[config.mk]
export PLATFORM = sky130hd
export DESIGN_NAME = source_tokenizer
export DESIGN_NICKNAME = d
export VERILOG_FILES = /design/src/rtl/core/stok_pkg.sv /design/src/rtl/core/stok_front.sv /design/src/rtl/core/stok_back.sv /design/src/rtl/core/stok_outq.sv /design/src/rtl/core/source_tokenizer.sv
export SDC_FILE = /design/constraint.sdc
export NUM_CORES = 2
export LEC_CHECK = 0
export BUFFER_PORTS_ARGS = -buffer_cell sky130_fd_sc_hd__buf_2
export CORE_UTILIZATION = 60
export CTS_CLUSTER_SIZE = 40
export DETAILED_ROUTE_END_ITERATION = 12
export PLACE_DENSITY = 0.83
export SETUP_SLACK_MARGIN = 0.4
export SLEW_MARGIN = 40
export SYNTH_ARGS = -nofsm -noshare
export SYNTH_HDL_FRONTEND = slang
export SYNTH_SLANG_ARGS = --single-unit
[constraint.sdc]
create_clock -name clk -period 16.3 [get_ports clk]
set_clock_uncertainty 0.05 [all_clocks]
set_input_delay 2.445 -clock clk [delete_from_list [all_inputs] [get_ports clk]]
set_output_delay 2.445 -clock clk [all_outputs]
set_load 0.05 [all_outputs]
[src/rtl/core/stok_pkg.sv]
package stok_pkg;

  localparam int unsigned MAX_TEXT = 255;
  localparam int unsigned TLEN_W = 9;

  localparam logic [62:0] NUM_MAX = {63{1'b1}};
  localparam logic [23:0] LINE_MAX = {24{1'b1}};
  localparam logic [15:0] COL_MAX = {16{1'b1}};

  localparam logic [5:0] K_END    = 6'd0;
  localparam logic [5:0] K_LPAR   = 6'd1;
  localparam logic [5:0] K_RPAR   = 6'd2;
  localparam logic [5:0] K_LBRK   = 6'd3;
  localparam logic [5:0] K_RBRK   = 6'd4;
  localparam logic [5:0] K_SEMI   = 6'd5;
  localparam logic [5:0] K_COMMA  = 6'd6;
  localparam logic [5:0] K_EQ     = 6'd7;
  localparam logic [5:0] K_EQEQ   = 6'd8;
  localparam logic [5:0] K_GT     = 6'd9;
  localparam logic [5:0] K_GE     = 6'd10;
  localparam logic [5:0] K_LT     = 6'd11;
  localparam logic [5:0] K_LE     = 6'd12;
  localparam logic [5:0] K_PLUS   = 6'd13;
  localparam logic [5:0] K_MINUS  = 6'd14;
  localparam logic [5:0] K_STAR   = 6'd15;
  localparam logic [5:0] K_SLASH  = 6'd16;
  localparam logic [5:0] K_PCT    = 6'd17;
  localparam logic [5:0] K_NUMBER = 6'd18;
  localparam logic [5:0] K_STRING = 6'd19;
  localparam logic [5:0] K_IDENT  = 6'd20;
  localparam logic [5:0] K_KW0    = 6'd21;
  localparam logic [5:0] K_ERROR  = 6'd41;
  localparam logic [5:0] K_TEXT   = 6'd42;

  localparam int unsigned NUM_KW = 20;

  // first character in the low byte, unused bytes zero
  localparam logic [39:0] KW_TABLE [NUM_KW] = '{
    40'h0000006f64, 40'h0000646e65, 40'h0000006669, 40'h006e656874,
    40'h0065736c65, 40'h006e656877, 40'h0000726f66, 40'h006d6f7266,
    40'h0000006f74, 40'h0070657473, 40'h656c696877, 40'h0000726176,
    40'h000074656c, 40'h0000006e69, 40'h00006e7566, 40'h000000726f,
    40'h0000646e61, 40'h0000746f6e, 40'h00006c696e, 40'h0065757274
  };

  typedef struct packed {
    logic [7:0] source_byte;
    logic       end_of_input;
  } source_t;

  typedef struct packed {
    logic [5:0]  token_kind;
    logic [62:0] number_value;
    logic [7:0]  text_char;
    logic [23:0] start_line;
    logic [15:0] start_column;
    logic        overflow;
    logic        last;
  } result_t;

  // classified input item
  typedef struct packed {
    logic [7:0] ch;
    logic       eoi;
    logic       digit;
    logic       id_start;
    logic       id_char;
    logic [5:0] punct;
  } cls_t;

  typedef struct packed {
    logic [1:0] n;
    result_t    r0;
    result_t    r1;
  } rpush_t;

  function automatic cls_t classify(source_t s);
    cls_t c;
    c.ch       = s.source_byte;
    c.eoi      = s.end_of_input;
    c.digit    = (s.source_byte >= "0") && (s.source_byte <= "9");
    c.id_start = ((s.source_byte >= "a") && (s.source_byte <= "z")) ||
                 ((s.source_byte >= "A") && (s.source_byte <= "Z")) ||
                 (s.source_byte == "_");
    c.id_char  = c.id_start || c.digit;
    case (s.source_byte)
      "(": c.punct = K_LPAR;
      ")": c.punct = K_RPAR;
      "[": c.punct = K_LBRK;
      "]": c.punct = K_RBRK;
      ";": c.punct = K_SEMI;
      ",": c.punct = K_COMMA;
      "+": c.punct = K_PLUS;
      "-": c.punct = K_MINUS;
      "*": c.punct = K_STAR;
      "/": c.punct = K_SLASH;
      "%": c.punct = K_PCT;
      default: c.punct = K_END;
    endcase
    return c;
  endfunction

  function automatic logic [5:0] ident_kind(logic [39:0] win, logic [TLEN_W-1:0] len,
                                            logic ovf);
    logic [5:0] k;
    k = K_IDENT;
    if (!ovf && len <= TLEN_W'(5)) begin
      for (int i = 0; i < NUM_KW; i++) begin
        if (win == KW_TABLE[i]) k = K_KW0 + 6'(i);
      end
    end
    return k;
  endfunction

  function automatic result_t mk_res(logic [5:0] kind, logic [62:0] num, logic [7:0] ch,
                                     logic [23:0] ln, logic [15:0] col, logic ovf);
    result_t r;
    r.token_kind   = kind;
    r.number_value = num;
    r.text_char    = ch;
    r.start_line   = ln;
    r.start_column = col;
    r.overflow     = ovf;
    r.last         = 1'b0;
    return r;
  endfunction

endpackage

[src/rtl/core/stok_front.sv]
module stok_front
  import stok_pkg::*;
(
  input  logic    clk,
  input  logic    rst,
  input  logic    push,
  input  source_t source,
  output logic    full,
  output logic    valid,
  output cls_t    head,
  input  logic    take
);

  cls_t       q [2];
  logic       wptr, rptr;
  logic [1:0] count;

  logic wr, rd;
  assign full  = (count == 2'd2);
  assign valid = (count != 2'd0);
  assign wr    = push && !full;
  assign rd    = take && valid;
  assign head  = q[rptr];

  always_ff @(posedge clk) begin
    if (wr) q[wptr] <= classify(source);
  end

  always_ff @(posedge clk) begin
    if (rst) begin
      wptr  <= 1'b0;
      rptr  <= 1'b0;
      count <= 2'd0;
    end else begin
      if (wr) wptr <= !wptr;
      if (rd) rptr <= !rptr;
      count <= count + {1'b0, wr} - {1'b0, rd};
    end
  end

endmodule

[src/rtl/core/stok_back.sv]
module stok_back
  import stok_pkg::*;
(
  input  logic   clk,
  input  logic   rst,
  input  logic   cfg_valid,
  input  logic   cfg_data,
  input  logic   valid,
  input  cls_t   item,
  input  logic   space_ok,
  output logic   take,
  output rpush_t rpush
);

  typedef enum logic [8:0] {
    M_IDLE    = 9'b000000001,
    M_NUM     = 9'b000000010,
    M_IDENT   = 9'b000000100,
    M_STR     = 9'b000001000,
    M_STR_ESC = 9'b000010000,
    M_COMMENT = 9'b000100000,
    M_EQ      = 9'b001000000,
    M_GT      = 9'b010000000,
    M_LT      = 9'b100000000
  } mode_t;

  mode_t             mode, mode_next;
  logic              nl_end;
  logic [62:0]       acc, acc_next;
  logic [39:0]       win, win_next;
  logic [TLEN_W-1:0] tlen, tlen_next;
  logic [23:0]       line, line_next, tsl, tsl_next;
  logic [15:0]       col, col_next, tsc, tsc_next;
  logic              ovf, ovf_next;

  logic        fire;
  logic        use_fl, sec_v, tx_req, do_fresh;
  logic [7:0]  tx_ch;
  result_t     fl, sec, fr;
  logic        fr_v;
  mode_t       fr_mode;
  logic [66:0] acc_x10;
  logic [3:0]  dig;

  assign fire = valid && space_ok;
  assign take = fire;
  assign dig  = item.ch[3:0] - 4'd0;
  assign acc_x10 = ({4'd0, acc} << 3) + ({4'd0, acc} << 1) + {63'd0, dig};

  // flush of the pending token
  always_comb begin
    fl = mk_res(K_END, '0, '0, tsl, tsc, 1'b0);
    case (mode)
      M_NUM:             fl = mk_res(K_NUMBER, acc, '0, tsl, tsc, ovf);
      M_IDENT:           fl = mk_res(ident_kind(win, tlen, ovf), '0, '0, tsl, tsc, ovf);
      M_STR, M_STR_ESC:  fl = mk_res(K_STRING, '0, '0, tsl, tsc, ovf);
      M_EQ:              fl = mk_res(K_EQ, '0, '0, tsl, tsc, 1'b0);
      M_GT:              fl = mk_res(K_GT, '0, '0, tsl, tsc, 1'b0);
      M_LT:              fl = mk_res(K_LT, '0, '0, tsl, tsc, 1'b0);
      default:           fl = mk_res(K_END, '0, '0, tsl, tsc, 1'b0);
    endcase
  end

  // a byte met between tokens; position is that before this byte
  always_comb begin
    fr_v    = 1'b0;
    fr_mode = M_IDLE;
    fr      = mk_res(K_END, '0, '0, line, col, 1'b0);
    if (item.ch[7]) begin
      fr_v = 1'b1;
    end else if (item.punct != K_END) begin
      fr_v = 1'b1;
      fr   = mk_res(item.punct, '0, '0, line, col, 1'b0);
    end else begin
      case (item.ch)
        "=":       fr_mode = M_EQ;
        ">":       fr_mode = M_GT;
        "<":       fr_mode = M_LT;
        " ", 8'h09: fr_mode = M_IDLE;
        8'h0a:     fr_v = nl_end;
        "#":       fr_mode = M_COMMENT;
        8'h22:     fr_mode = M_STR;
        default: begin
          if (item.digit) begin
            fr_mode = M_NUM;
          end else if (item.id_start) begin
            fr_mode = M_IDENT;
            fr_v    = 1'b1;
            fr      = mk_res(K_TEXT, '0, item.ch, line, col, 1'b0);
          end else begin
            fr_v = 1'b1;
            fr   = mk_res(K_ERROR, '0, '0, line, col, 1'b0);
          end
        end
      endcase
    end
  end

  always_comb begin
    mode_next = mode;
    acc_next  = acc;
    win_next  = win;
    tlen_next = tlen;
    ovf_next  = ovf;
    tsl_next  = tsl;
    tsc_next  = tsc;
    line_next = line;
    col_next  = col;
    use_fl    = 1'b0;
    sec_v     = 1'b0;
    sec       = fr;
    tx_req    = 1'b0;
    tx_ch     = item.ch;
    do_fresh  = 1'b0;

    if (item.eoi) begin
      use_fl    = (mode == M_NUM) || (mode == M_IDENT) || (mode == M_STR) ||
                  (mode == M_STR_ESC) || (mode == M_EQ) || (mode == M_GT) ||
                  (mode == M_LT);
      mode_next = M_IDLE;
      tsl_next  = line;
      tsc_next  = col;
      sec_v     = 1'b1;
      sec       = mk_res(K_END, '0, '0, line, col, 1'b0);
    end else begin
      if (item.ch == 8'h0a) begin
        if (line != LINE_MAX) line_next = line + 24'd1;
        col_next = '0;
      end else if (col != COL_MAX) begin
        col_next = col + 16'd1;
      end

      case (mode)
        M_COMMENT: do_fresh = (item.ch == 8'h0a);
        M_STR, M_STR_ESC: begin
          mode_next = M_STR;
          if (mode == M_STR_ESC && item.ch == "n") begin
            tx_req = 1'b1;
            tx_ch  = 8'h0a;
          end else if (mode == M_STR_ESC && item.ch == "t") begin
            tx_req = 1'b1;
            tx_ch  = 8'h09;
          end else if (mode == M_STR_ESC && item.ch == "r") begin
            tx_req = 1'b1;
            tx_ch  = 8'h0d;
          end else if (item.ch == 8'h22) begin
            sec_v     = 1'b1;
            sec       = mk_res(K_STRING, '0, '0, tsl, tsc, ovf);
            mode_next = M_IDLE;
          end else if (item.ch == 8'h5c) begin
            mode_next = M_STR_ESC;
          end else begin
            tx_req = 1'b1;
          end
        end
        M_NUM: begin
          if (item.digit) begin
            if (acc_x10 > {4'd0, NUM_MAX}) begin
              acc_next = NUM_MAX;
              ovf_next = 1'b1;
            end else begin
              acc_next = acc_x10[62:0];
            end
          end else begin
            use_fl   = 1'b1;
            do_fresh = 1'b1;
          end
        end
        M_IDENT: begin
          if (item.id_char) tx_req = 1'b1;
          else begin
            use_fl   = 1'b1;
            do_fresh = 1'b1;
          end
        end
        M_EQ, M_GT, M_LT: begin
          if (item.ch == "=") begin
            sec_v     = 1'b1;
            sec       = mk_res((mode == M_EQ) ? K_EQEQ : ((mode == M_GT) ? K_GE : K_LE),
                               '0, '0, tsl, tsc, 1'b0);
            mode_next = M_IDLE;
          end else begin
            use_fl   = 1'b1;
            do_fresh = 1'b1;
          end
        end
        default: do_fresh = 1'b1;
      endcase

      if (tx_req) begin
        if (tlen < TLEN_W'(MAX_TEXT)) begin
          case (tlen[2:0])
            3'd0: win_next[7:0]   = tx_ch;
            3'd1: win_next[15:8]  = tx_ch;
            3'd2: win_next[23:16] = tx_ch;
            3'd3: win_next[31:24] = tx_ch;
            3'd4: win_next[39:32] = tx_ch;
            default: win_next = win;
          endcase
          if (tlen > TLEN_W'(4)) win_next = win;
          tlen_next = tlen + TLEN_W'(1);
          sec_v     = 1'b1;
          sec       = mk_res(K_TEXT, '0, tx_ch, tsl, tsc, 1'b0);
        end else begin
          ovf_next = 1'b1;
        end
      end

      if (do_fresh) begin
        tsl_next  = line;
        tsc_next  = col;
        mode_next = fr_mode;
        acc_next  = item.digit ? {59'd0, dig} : '0;
        ovf_next  = 1'b0;
        sec_v     = fr_v;
        sec       = fr;
        if (fr_mode == M_IDENT) begin
          win_next  = {32'd0, item.ch};
          tlen_next = TLEN_W'(1);
        end else begin
          win_next  = '0;
          tlen_next = '0;
        end
      end
    end

    rpush.r1      = sec;
    rpush.r1.last = 1'b1;
    if (use_fl) begin
      rpush.r0      = fl;
      rpush.r0.last = !sec_v;
      rpush.n       = sec_v ? 2'd2 : 2'd1;
    end else begin
      rpush.r0      = sec;
      rpush.r0.last = 1'b1;
      rpush.n       = sec_v ? 2'd1 : 2'd0;
    end
    if (!fire) rpush.n = 2'd0;
  end

  always_ff @(posedge clk) begin
    if (rst) begin
      nl_end <= 1'b0;
      mode   <= M_IDLE;
      acc    <= '0;
      win    <= '0;
      tlen   <= '0;
      ovf    <= 1'b0;
      tsl    <= '0;
      tsc    <= '0;
      line   <= '0;
      col    <= '0;
    end else begin
      if (cfg_valid) nl_end <= cfg_data;
      if (fire) begin
        mode <= mode_next;
        acc  <= acc_next;
        win  <= win_next;
        tlen <= tlen_next;
        ovf  <= ovf_next;
        tsl  <= tsl_next;
        tsc  <= tsc_next;
        line <= line_next;
        col  <= col_next;
      end
    end
  end

endmodule

[src/rtl/core/stok_outq.sv]
module stok_outq
  import stok_pkg::*;
(
  input  logic    clk,
  input  logic    rst,
  input  rpush_t  rpush,
  output logic    space_ok,
  output logic    empty,
  input  logic    pop,
  output result_t result
);

  result_t    q [4];
  logic [1:0] wptr, rptr;
  logic [2:0] count;
  logic       rd;

  assign space_ok = (count <= 3'd2);
  assign empty    = (count == 3'd0);
  assign rd       = pop && !empty;
  assign result   = q[rptr];

  always_ff @(posedge clk) begin
    if (rpush.n != 2'd0) q[wptr] <= rpush.r0;
    if (rpush.n == 2'd2) q[wptr + 2'd1] <= rpush.r1;
  end

  always_ff @(posedge clk) begin
    if (rst) begin
      wptr  <= '0;
      rptr  <= '0;
      count <= '0;
    end else begin
      wptr  <= wptr + rpush.n;
      if (rd) rptr <= rptr + 2'd1;
      count <= count + {1'b0, rpush.n} - {2'd0, rd};
    end
  end

`ifndef SYNTHESIS
  a_count_max: assert property (@(posedge clk) disable iff (rst) count <= 3'd4)
    else $error("result queue over depth");
  a_push_room: assert property (@(posedge clk) disable iff (rst)
    (rpush.n != 2'd0) |-> (count <= 3'd2))
    else $error("results written without room");
  a_pop_only: assert property (@(posedge clk) disable iff (rst)
    (rd && rpush.n == 2'd0) |=> (count == $past(count) - 3'd1))
    else $error("queue count lost on pop");
`endif

endmodule

[src/rtl/core/source_tokenizer.sv]
// Source tokenizer.
// Input side is a queue: present source with push while full is low; each item
// is one source byte, or end_of_input to flush the pending token and give END.
// Result side is a queue: while empty is low, result holds the oldest token or
// text item; pop takes it. Each input item gives zero, one or two results, and
// result.last marks the final one of an item.
// cfg_valid/cfg_ready writes newline_ends_input; ready is always high. Write it
// only while no items are in flight.
// Flow: an item is classified into a two-entry queue, then scanned one per
// cycle, while the result queue has room, into a four-entry result queue from
// which its results are read. One item per cycle is sustained while results
// are drained; items giving two results are limited by the single result pop
// per cycle.
// The scanner waits until the result queue has room for two results; when the
// receiver stalls, both queues fill and full rises. Nothing is dropped.
// Synchronous reset clears all scan state, counts, queues and the register.
module source_tokenizer
  import stok_pkg::*;
(
  input  logic    clk,
  input  logic    rst,
  input  logic    push,
  input  source_t source,
  output logic    full,
  output logic    empty,
  input  logic    pop,
  output result_t result,
  input  logic    cfg_valid,
  output logic    cfg_ready,
  input  logic    cfg_data
);

  logic   fvalid, take, space_ok;
  cls_t   head;
  rpush_t rpush;

  assign cfg_ready = 1'b1;

  stok_front u_front (
    .clk   (clk),
    .rst   (rst),
    .push  (push),
    .source(source),
    .full  (full),
    .valid (fvalid),
    .head  (head),
    .take  (take)
  );

  stok_back u_back (
    .clk      (clk),
    .rst      (rst),
    .cfg_valid(cfg_valid),
    .cfg_data (cfg_data),
    .valid    (fvalid),
    .item     (head),
    .space_ok (space_ok),
    .take     (take),
    .rpush    (rpush)
  );

  stok_outq u_outq (
    .clk     (clk),
    .rst     (rst),
    .rpush   (rpush),
    .space_ok(space_ok),
    .empty   (empty),
    .pop     (pop),
    .result  (result)
  );

endmodule
==> reports/qor.json <==
{
  "cell_area_after_synthesis_um2": 35700,
  "first_pass_iters": 5,
  "setup.worst_path.start_class": "flip-flop",
  "clkSlewWorstSetupHoldPaths_ns": 0.06,
  "min_clock_period_post_route_ns": 6.34,
  "power_density_nw_per_um2": 130,
  "power.ir.vdd_worst_v": 0.000110,
  "clock_insertion_delay_worst_skew_ns": 0.64,
  "grt_max_degree": 77,
  "rsz0062_at_grt": "no",
  "cts-root-to-sink-buffers": 3,
  "yosys.cell_count.top_type": "dfxtp_1",
  "area.growth.synth_to_final_pct": 10.4,
  "final_layout_size_suffix_gt1_share_pct": 14.6,
  "die_width_um": 246,
  "grt_pass1_vias": 27300,
  "ys_seq_elements": 727,
  "start_util_pct": 60.6,
  "synth.avg_cell_area_um2": 10.7,
  "slew_headroom_pct": 41.4,
  "detail_route.wirelength_um": 93500,
  "grtUsageTotal_pct": 30.9,
  "ys_types": 99,
  "worstSetupPathType": "reg -> reg",
  "htreeDepth": 3,
  "finish.cell_count_without_fillers": 4176,
  "final_nets": 3500,
  "final.setup.tns_ns": 0,
  "first_pass_grt_wire_length_um": 149000,
  "endpoint_kind": "flip-flop",
  "postSynthCellCount": 3337,
  "p_leak_nw": 15.2,
  "tightestPinTransition_ns": 0.879,
  "layout_worst_path_cycle_share_pct": 38.9,
  "filler_cell_count": 4184,
  "cts_made_buffers": 74,
  "min_path_type": "reg -> reg",
  "drcViolationCount": 0,
  "post_synthesis_net_count": 3494,
  "via_count": 28000,
  "root_buffer": "clkbuf_16",
  "clock_sink_count": 727,
  "synth_edf_count": 254,
  "ys.flop_type": "dfxtp_1",
  "via_per_inst": 6.71,
  "drt-initial-drc-count": 3044,
  "design.die.area_um2": 60500,
  "max-cap-violations": 0,
  "synthTopCellsByArea": "dfxtp_1, edfxtp_1, a22o_1",
  "placement_rows": 89,
  "routability_congestion": 1.00,
  "chipHeight_um": 246,
  "cts_setup_buffers": 0,
  "pins_over_their_slew_limit": 0,
  "grt_overflow": 0,
  "port_buffers": 135,
  "cell_type_with_the_largest_total_area_after_synthesis": "dfxtp_1",
  "netlist.area_leader.share_pct": 26.5,
  "dr_wl_cell_um": 22.4,
  "worst_ep_required_time_ns": 16.51,
  "worst-path-max-fanout": 65,
  "ctsResizeCount": 0,
  "coreArea_um2": 58900,
  "io_pins": 137,
  "yosysSeqAreaShare_pct": 47.9,
  "status": "complete, no violations",
  "dp_hpwl_um": 60100,
  "max_fclk_mhz": 158,
  "synth_async_sr_flop_share_pct": 0,
  "insertedDiodeCount": 0,
  "cp_data_arrival_time_ns": 6.55,
  "post_cts_hold_buffer_count": 0,
  "synth.cells.most_frequent": "dfxtp_1, a22o_1, nand2_1",
  "placedCellCount": 4038,
  "initial_antenna_violation_count": 0,
  "finalSetupViolations": 0,
  "tritoncts_clock_tree": "built",
  "hold_viol_final": 0,
  "antenna_left": 0,
  "yosys_warnings": 0
}
-- power by group --
part	switching (mW)	leakage [nW]	internal, mW
sequential	0.0783	6.27	2.01
clock	0.730	1.22	0.997
combinational	0.930	7.68	0.373
total	1.74	15.2	3.39
-- layout by cell type, fill, tap and decap left out, drive strengths merged, types with 119 or more instances in the layout --
master	synthesis	routed
a21oi	173	173
a22o	415	415
buf	102	176
dfxtp	473	473
edfxtp	254	254
ha	139	139
mux4	119	119
nand2	335	335
nor2	249	249
o21ai	150	150
-- worst max-delay path, cell delays in order (launching register included) --
cell     delay (ns)
dfxtp_1        0.31
buf_4          0.40
nor3b_1        0.34
o22ai_1        0.24
nor3_2         0.63
or4b_1         0.21
a21bo_1        0.62
nor2_1         0.26
a22oi_1        0.30
ha_1           0.20
nand2_1        0.25
nor4_1         0.71
nor2_4         0.07
buf_6          0.27
inv_2          0.49
buf_4          0.58
-- layer usage --
layer / up-vias / GRT usage, % / share of wire [%]
met3: 214 / 6.43 / 8.9
met2: 1387 / 49.9 / 47
li1: 12600 / - / -
met4: 0 / 11.3 / 3.4
met1: 13800 / 40.9 / 41
met5: - / 0 / 0
-- sequential cells by signal, indices dropped and copies added (netlist names), 3 cells and up, named ones only --
| register | cells |
|---|---|
| u_back.mode | 9 |
| u_back.tlen | 9 |
| u_back.tsc | 16 |
| u_outq.q | 476 |
| u_back.line | 24 |
| u_back.col | 16 |
| u_front.q | 34 |
| u_outq.count | 3 |
| u_back.acc | 63 |
| u_back.win | 40 |
| u_back.tsl | 24 |
-- layout make-up --
class,count,area (µm²),share of cell area (%)
clock buffer,105,2120,5.38
multi-input combinational,2302,17500,44.4
sequential,727,17100,43.4
tap,773,967,2.45
inverter,62,235,0.597
timing repair buffer,176,1160,2.95
clock inverter,31,349,0.885
-- path summary, 6_finish.rpt --
kind | from | endpoint | slack [ns] | depth (start not counted)
setup / recovery | flip-flop | u_outq.q[1][12] | 9.96 | 15
hold / removal | u_outq.q[3][73] | u_outq.q[3][73] | 0.42 | 1
setup reg to reg | flip-flop | u_outq.q[1][12] | 9.96 | 15
hold reg to reg | u_outq.q[3][73] | u_outq.q[3][73] | 0.42 | 1
-- logic make-up (layout without fill, tap and decap cells) --
kind of cell    count (synthesis)  in the layout  share of synthesized area [%]
other cells                     1              1                         0.0105
simple gates                  924            924                           12.2
flops                         727            727                           47.9
xor+xnor                      101            101                           2.48
compound gates                959            959                           19.6
mux                           175            175                           9.13
buf+inv                       308            374                           3.64
fa+ha+maj                     142            142                           5.04
-- through the flow --
stage | setup WS [ns] | cell area, µm² | util (%) | hold WS, ns | total power [mW]
2_1_floorplan | 10.89 | 35700 | - | 0.381 | 3.02
3_5_place_dp | 9.90 | 36900 | 62.6 | 0.408 | 3.40
4_1_cts | 9.85 | 39400 | 66.8 | 0.426 | 5.10
6_report | 9.96 | 39400 | 66.9 | 0.423 | 5.12
3_3_place_gp | 10.02 | 36700 | 62.2 | 0.398 | 3.35
5_1_grt | 9.56 | 39400 | 66.9 | 0.436 | 5.28
No activity file was read; power rests on OpenSTA's default activity.
